[src/rtl/ccp_pkg.sv]
package ccp_pkg;

    localparam int COORD_W   = 24;
    localparam int RAD_W     = 23;
    localparam int DIFF_W    = 26;
    localparam int MAG_W     = 25;
    localparam int RSUM_W    = 24;
    localparam int SQ_W      = 51;
    localparam int RADICAND_W = 48;
    localparam int ROOT_W    = 24;
    localparam int PROD_W    = 49;
    localparam int DIVIDEND_W = 50;
    localparam int QUOT_W    = 24;
    localparam int PUSH_W    = 25;
    localparam int SQRT_STAGES = ROOT_W;
    localparam int DIV_STAGES  = QUOT_W;

    localparam int S_TDATA_W = 192;
    localparam int M_TDATA_W = 56;
    localparam int M_TUSER_W = 2;

    typedef struct packed {
        logic [MAG_W-1:0]  ax;
        logic [MAG_W-1:0]  ay;
        logic              neg_x;
        logic              neg_y;
        logic [RSUM_W-1:0] rsum;
        logic              hit;
        logic              degen;
    } ccp_root_side_t;

    typedef struct packed {
        logic neg_x;
        logic neg_y;
        logic hit;
        logic degen;
    } ccp_div_side_t;

endpackage

[src/rtl/ccp_isqrt.sv]
module ccp_isqrt
    import ccp_pkg::*;
(
    input  logic                  aclk,
    input  logic                  en,
    input  logic [RADICAND_W-1:0] radicand,
    output logic [ROOT_W-1:0]     root
);

    logic [ROOT_W:0]         rem_reg  [SQRT_STAGES];
    logic [ROOT_W-1:0]       root_reg [SQRT_STAGES];
    logic [RADICAND_W-1:0]   rad_reg  [SQRT_STAGES];

    for (genvar s = 0; s < SQRT_STAGES; s++) begin : g_stage
        logic [ROOT_W:0]       rem_in;
        logic [ROOT_W-1:0]     root_in;
        logic [RADICAND_W-1:0] rad_in;
        logic [ROOT_W+2:0]     shifted;
        logic [ROOT_W+2:0]     trial;
        logic [ROOT_W+2:0]     diff;

        if (s == 0) begin : g_first
            assign rem_in  = '0;
            assign root_in = '0;
            assign rad_in  = radicand;
        end else begin : g_next
            assign rem_in  = rem_reg[s-1];
            assign root_in = root_reg[s-1];
            assign rad_in  = rad_reg[s-1];
        end

        always_comb begin
            shifted = {rem_in, rad_in[RADICAND_W-1 -: 2]};
            trial   = {1'b0, root_in, 2'b01};
            diff    = shifted - trial;
        end

        always_ff @(posedge aclk) begin
            if (en) begin
                if (shifted >= trial) begin
                    rem_reg[s]  <= diff[ROOT_W:0];
                    root_reg[s] <= {root_in[ROOT_W-2:0], 1'b1};
                end else begin
                    rem_reg[s]  <= shifted[ROOT_W:0];
                    root_reg[s] <= {root_in[ROOT_W-2:0], 1'b0};
                end
                rad_reg[s] <= {rad_in[RADICAND_W-3:0], 2'b00};
            end
        end
    end

    assign root = root_reg[SQRT_STAGES-1];

endmodule

[config.mk]
export PLATFORM = sky130hd
export DESIGN_NAME = ccp_isqrt
export DESIGN_NICKNAME = d
export VERILOG_FILES = /design/src/rtl/ccp_pkg.sv /design/src/rtl/ccp_isqrt.sv
export SDC_FILE = /design/constraint.sdc
export NUM_CORES = 2
export LEC_CHECK = 0
export BUFFER_PORTS_ARGS = -buffer_cell sky130_fd_sc_hd__buf_2
export CORE_ASPECT_RATIO = 0.75
export CORE_MARGIN = 2
export CORE_UTILIZATION = 60
export CTS_CLUSTER_DIAMETER = 100
export CTS_CLUSTER_SIZE = 28
export DETAILED_ROUTE_END_ITERATION = 10
export PLACE_DENSITY = 0.87
export RECOVER_POWER = 100
export SLEW_MARGIN = 0
export SYNTH_ARGS = -nofsm -noshare
export SYNTH_HDL_FRONTEND = slang
export SYNTH_SLANG_ARGS = --single-unit
[constraint.sdc]
create_clock -name aclk -period 5 [get_ports aclk]
set_clock_uncertainty 0.2 [all_clocks]
set_input_delay 0.25 -clock aclk [delete_from_list [all_inputs] [get_ports aclk]]
set_output_delay 0.25 -clock aclk [all_outputs]
set_load 0.05 [all_outputs]
==> flow_summary.ini <==
[power]
cell_area_power_density_mw_per_mm2 = 393.1
power_frac_comb_pct = 21.9
sequentialPowerShare_pct = 57.9
power.net_switching_w = 0.007575
clock_network_power_share_pct = 20.2
leakage_nw = 25.89
worst_ir_drop_vdd_mv = 0.3985
power.total_w = 0.02692
design_internal_power_w = 0.01934
switching_share_pct = 28.14

[clock_tree]
clkSlewWorstSetupHoldPaths_ns = 0.11
postCtsHoldBufs = 50
worst_skew_pair.late_latency_ns = 0.70
cts.path.max_buffers = 3
clock_tree_from_tritoncts = yes
cts_max_level = 2
cts_root_buf = sky130_fd_sc_hd__clkbuf_16
postCtsSetupRepairBufs = 0
cts_made_buffers = 56
post_cts_resized = 0
cts_num_sinks = 1395

[synthesis]
netlist-cell-type-count = 82
syn-cell-area_mm2 = 0.06450
most_frequent_cell_after_synthesis = sky130_fd_sc_hd__edfxtp_1
post-synth-top-area-cell = sky130_fd_sc_hd__edfxtp_1
synth-seq-area-share_pct = 64.93
synth_cells = 4919
synth_async_sr_flop_share_pct = 0
postSynth.topFlopCell = sky130_fd_sc_hd__edfxtp_1
synth_area_leaders = sky130_fd_sc_hd__edfxtp_1, sky130_fd_sc_hd__ha_1, sky130_fd_sc_hd__xnor2_1, sky130_fd_sc_hd__xor2_1, sky130_fd_sc_hd__inv_1
post-synth-top-area-fraction_pct = 64.90
synth_enable_flop_cells = 1394
mappedNetlistNets = 5295
yosys_warnings = 0
syn_area_per_cell_um2 = 13.11
ys_ff_latch = 1395
post_synth_most_frequent_cells = sky130_fd_sc_hd__edfxtp_1, sky130_fd_sc_hd__inv_1, sky130_fd_sc_hd__nor2_1

[place]
gp_congestion = 0.9339
port_buffers = 73
area_post_placement_mm2 = 0.06663
dp_hpwl_um = 84740

[timing]
timing_hold_violations_final = 0
grt_setup_unrepaired = no
finalSetupViolCount = 0
max_slew.worst_pin.slew_ns = 2.926
finalHoldWorstSlack_ns = 0.05246
finalWorstPathRequiredPeriod_ns = 4.608
final.setup.tns_ns = 0
relSlewSlack_pct = -95.09
drv_slew = 1018
timing.final.crit_share_pct = 92.17
max_freq_mhz = 217.0

[critical_path]
timing.critical_path.fanout_max = 9
crit_family = simple AND/OR/NAND/NOR gates
cells_along_the_critical_path = or4_1 > or3_1 > or4_1 > or3_1 > o21bai_1 > nor3_1 > a211oi_1 > nand2_1 > xnor2_1
path_buf_inv = 0
critPathMaxStageDelay_ns = 1.08
category_of_the_critical_setup_timing_path = flip-flop to flip-flop
crit_arrival_ns = 4.93
crit_path_end_kind = flip-flop
cp_data_required_time_ns = 5.32
slowest_stage = sky130_fd_sc_hd__a211oi_1
critPathLaunchType = flip-flop

[drt]
via_per_inst = 5.878
drt_iter0_drc = 3710
ant_nets = 0
drc = 0
drt_wl_total_um = 118100
detail_route.first_pass.iterations = 6
total_number_of_vias = 38050
drt-wirelength-per-cell_um = 18.25

[floorplanning]
floorplan.rows = 104
io-pin-count = 74
die_wd_um = 382.6
floorplan.die_area_mm2 = 0.1102
placeableCoreArea_mm2 = 0.1070
chipHeight_um = 287.9
start_util_pct = 60.30

[final_layout]
final-seq-area_mm2 = 0.04188
postLayoutCoreUtil_pct = 64.01
synthToLayoutAreaGrowth_pct = 6.148
multi_input_area_mm2 = 0.02069
fillers = 7696
finalInstanceArea_mm2 = 0.06846
final_nets = 5405
layout-drive-gt1-share_pct = 4.444
largest_register_ffs = 552

[grt]
number_of_antenna_violations_at_the_first_check_in_global_routing = 1
track_usage_pct = 21.15
grt_max_degree = 158
global_route.overflow_total = 0
first_global_vias = 36780
grt_pass1_wl_um = 189200

[status]
violated_checks = capacitance limit, slew limit
run_status = finished, violations left

[min_path]
min-delay-path-class = primary input to flip-flop

[run]
drv.max_cap_violation_count = 17
==> power groups by stage <==
| stage | combinational [W] | sequential [W] | clock (W) |
|---|---|---|---|
| after floorplan | 0.00447 | 0.0155 | 0 |
| after global placement | 0.00552 | 0.0158 | 0 |
| after detailed placement | 0.00576 | 0.0158 | 0 |
| after CTS | 0.00585 | 0.0156 | 0.00556 |
| after global routing | 0.00655 | 0.0157 | 0.00593 |
| final | 0.00591 | 0.0156 | 0.00543 |
==> per-stage QoR <==
| step | cells | setup WS, ns |
|---|---|---|
| 2_1_floorplan | 4919 | 1.093 |
| 3_3_place_gp | 6352 | 0.9839 |
| 4_1_cts | 6472 | 0.7497 |
| 3_5_place_dp | 6352 | 0.7953 |
| 6_report | 6473 | 0.3915 |
| 5_1_grt | 6473 | 0.2335 |
==> layout make-up <==
type,count,area share [%]
Tap cell,1431,2.615
Sequential cell,1395,61.17
Clock buffer,66,2.133
Timing Repair Buffer,169,1.566
Antenna cell,1,0.003655
Multi-Input combinational cell,3013,30.22
Inverter,394,2.160
Clock inverter,4,0.1279
==> metal layers <==
| layer | vias up | part of all wire [%] | routed length [um] | GRT usage [%] |
|---|---|---|---|---|
| met4 | 0 | 2.3 | 2678 | 4.862 |
| met5 | - | 0 | 0 | 0 |
| met2 | 1139 | 48 | 56370 | 35.34 |
| met1 | 18480 | 44 | 52380 | 29.85 |
| met3 | 186 | 5.7 | 6704 | 2.688 |
| li1 | 18250 | - | - | - |
==> path summary, 6_finish.rpt <==
path / cells after the start / end / slack (ns) / start
setup / recovery: 9 / rem_reg[0][166] / 0.39 / rem_reg[0][132]
hold / removal: 2 / rad_reg[0][44] / 0.05 / radicand[44]
setup reg to reg: 9 / rem_reg[0][166] / 0.39 / rem_reg[0][132]
hold reg to reg: 0 / rad_reg[0][272] / 0.21 / rad_reg[0][224]
==> cell usage in the layout (no fill, tap or decap), types with 62 or more instances in the layout <==
cell | netlist | layout
sky130_fd_sc_hd__clkbuf_1 | 109 | 62
sky130_fd_sc_hd__o21ai_0 | 243 | 243
sky130_fd_sc_hd__nor2_1 | 327 | 327
sky130_fd_sc_hd__nand3_1 | 91 | 91
sky130_fd_sc_hd__edfxtp_1 | 1394 | 1394
sky130_fd_sc_hd__ha_1 | 326 | 326
sky130_fd_sc_hd__nand2_1 | 286 | 286
sky130_fd_sc_hd__or3_1 | 65 | 66
sky130_fd_sc_hd__xor2_1 | 195 | 195
sky130_fd_sc_hd__a21o_1 | 118 | 118
sky130_fd_sc_hd__a21oi_1 | 291 | 291
sky130_fd_sc_hd__xnor2_1 | 237 | 237
sky130_fd_sc_hd__nor3_1 | 103 | 104
sky130_fd_sc_hd__inv_1 | 394 | 394
sky130_fd_sc_hd__nand2b_1 | 75 | 75
==> cell families after synthesis <==
group,share of synthesized area [%]
DFF,64.93
and+or+nand+nor,9.760
AOI/OAI and AO/OA,8.889
buffers and inverters,2.976
xor gates and xnor gates,5.866
adders and majority gates,6.324
muxes,1.253
No activity file was read; power rests on OpenSTA's default activity.
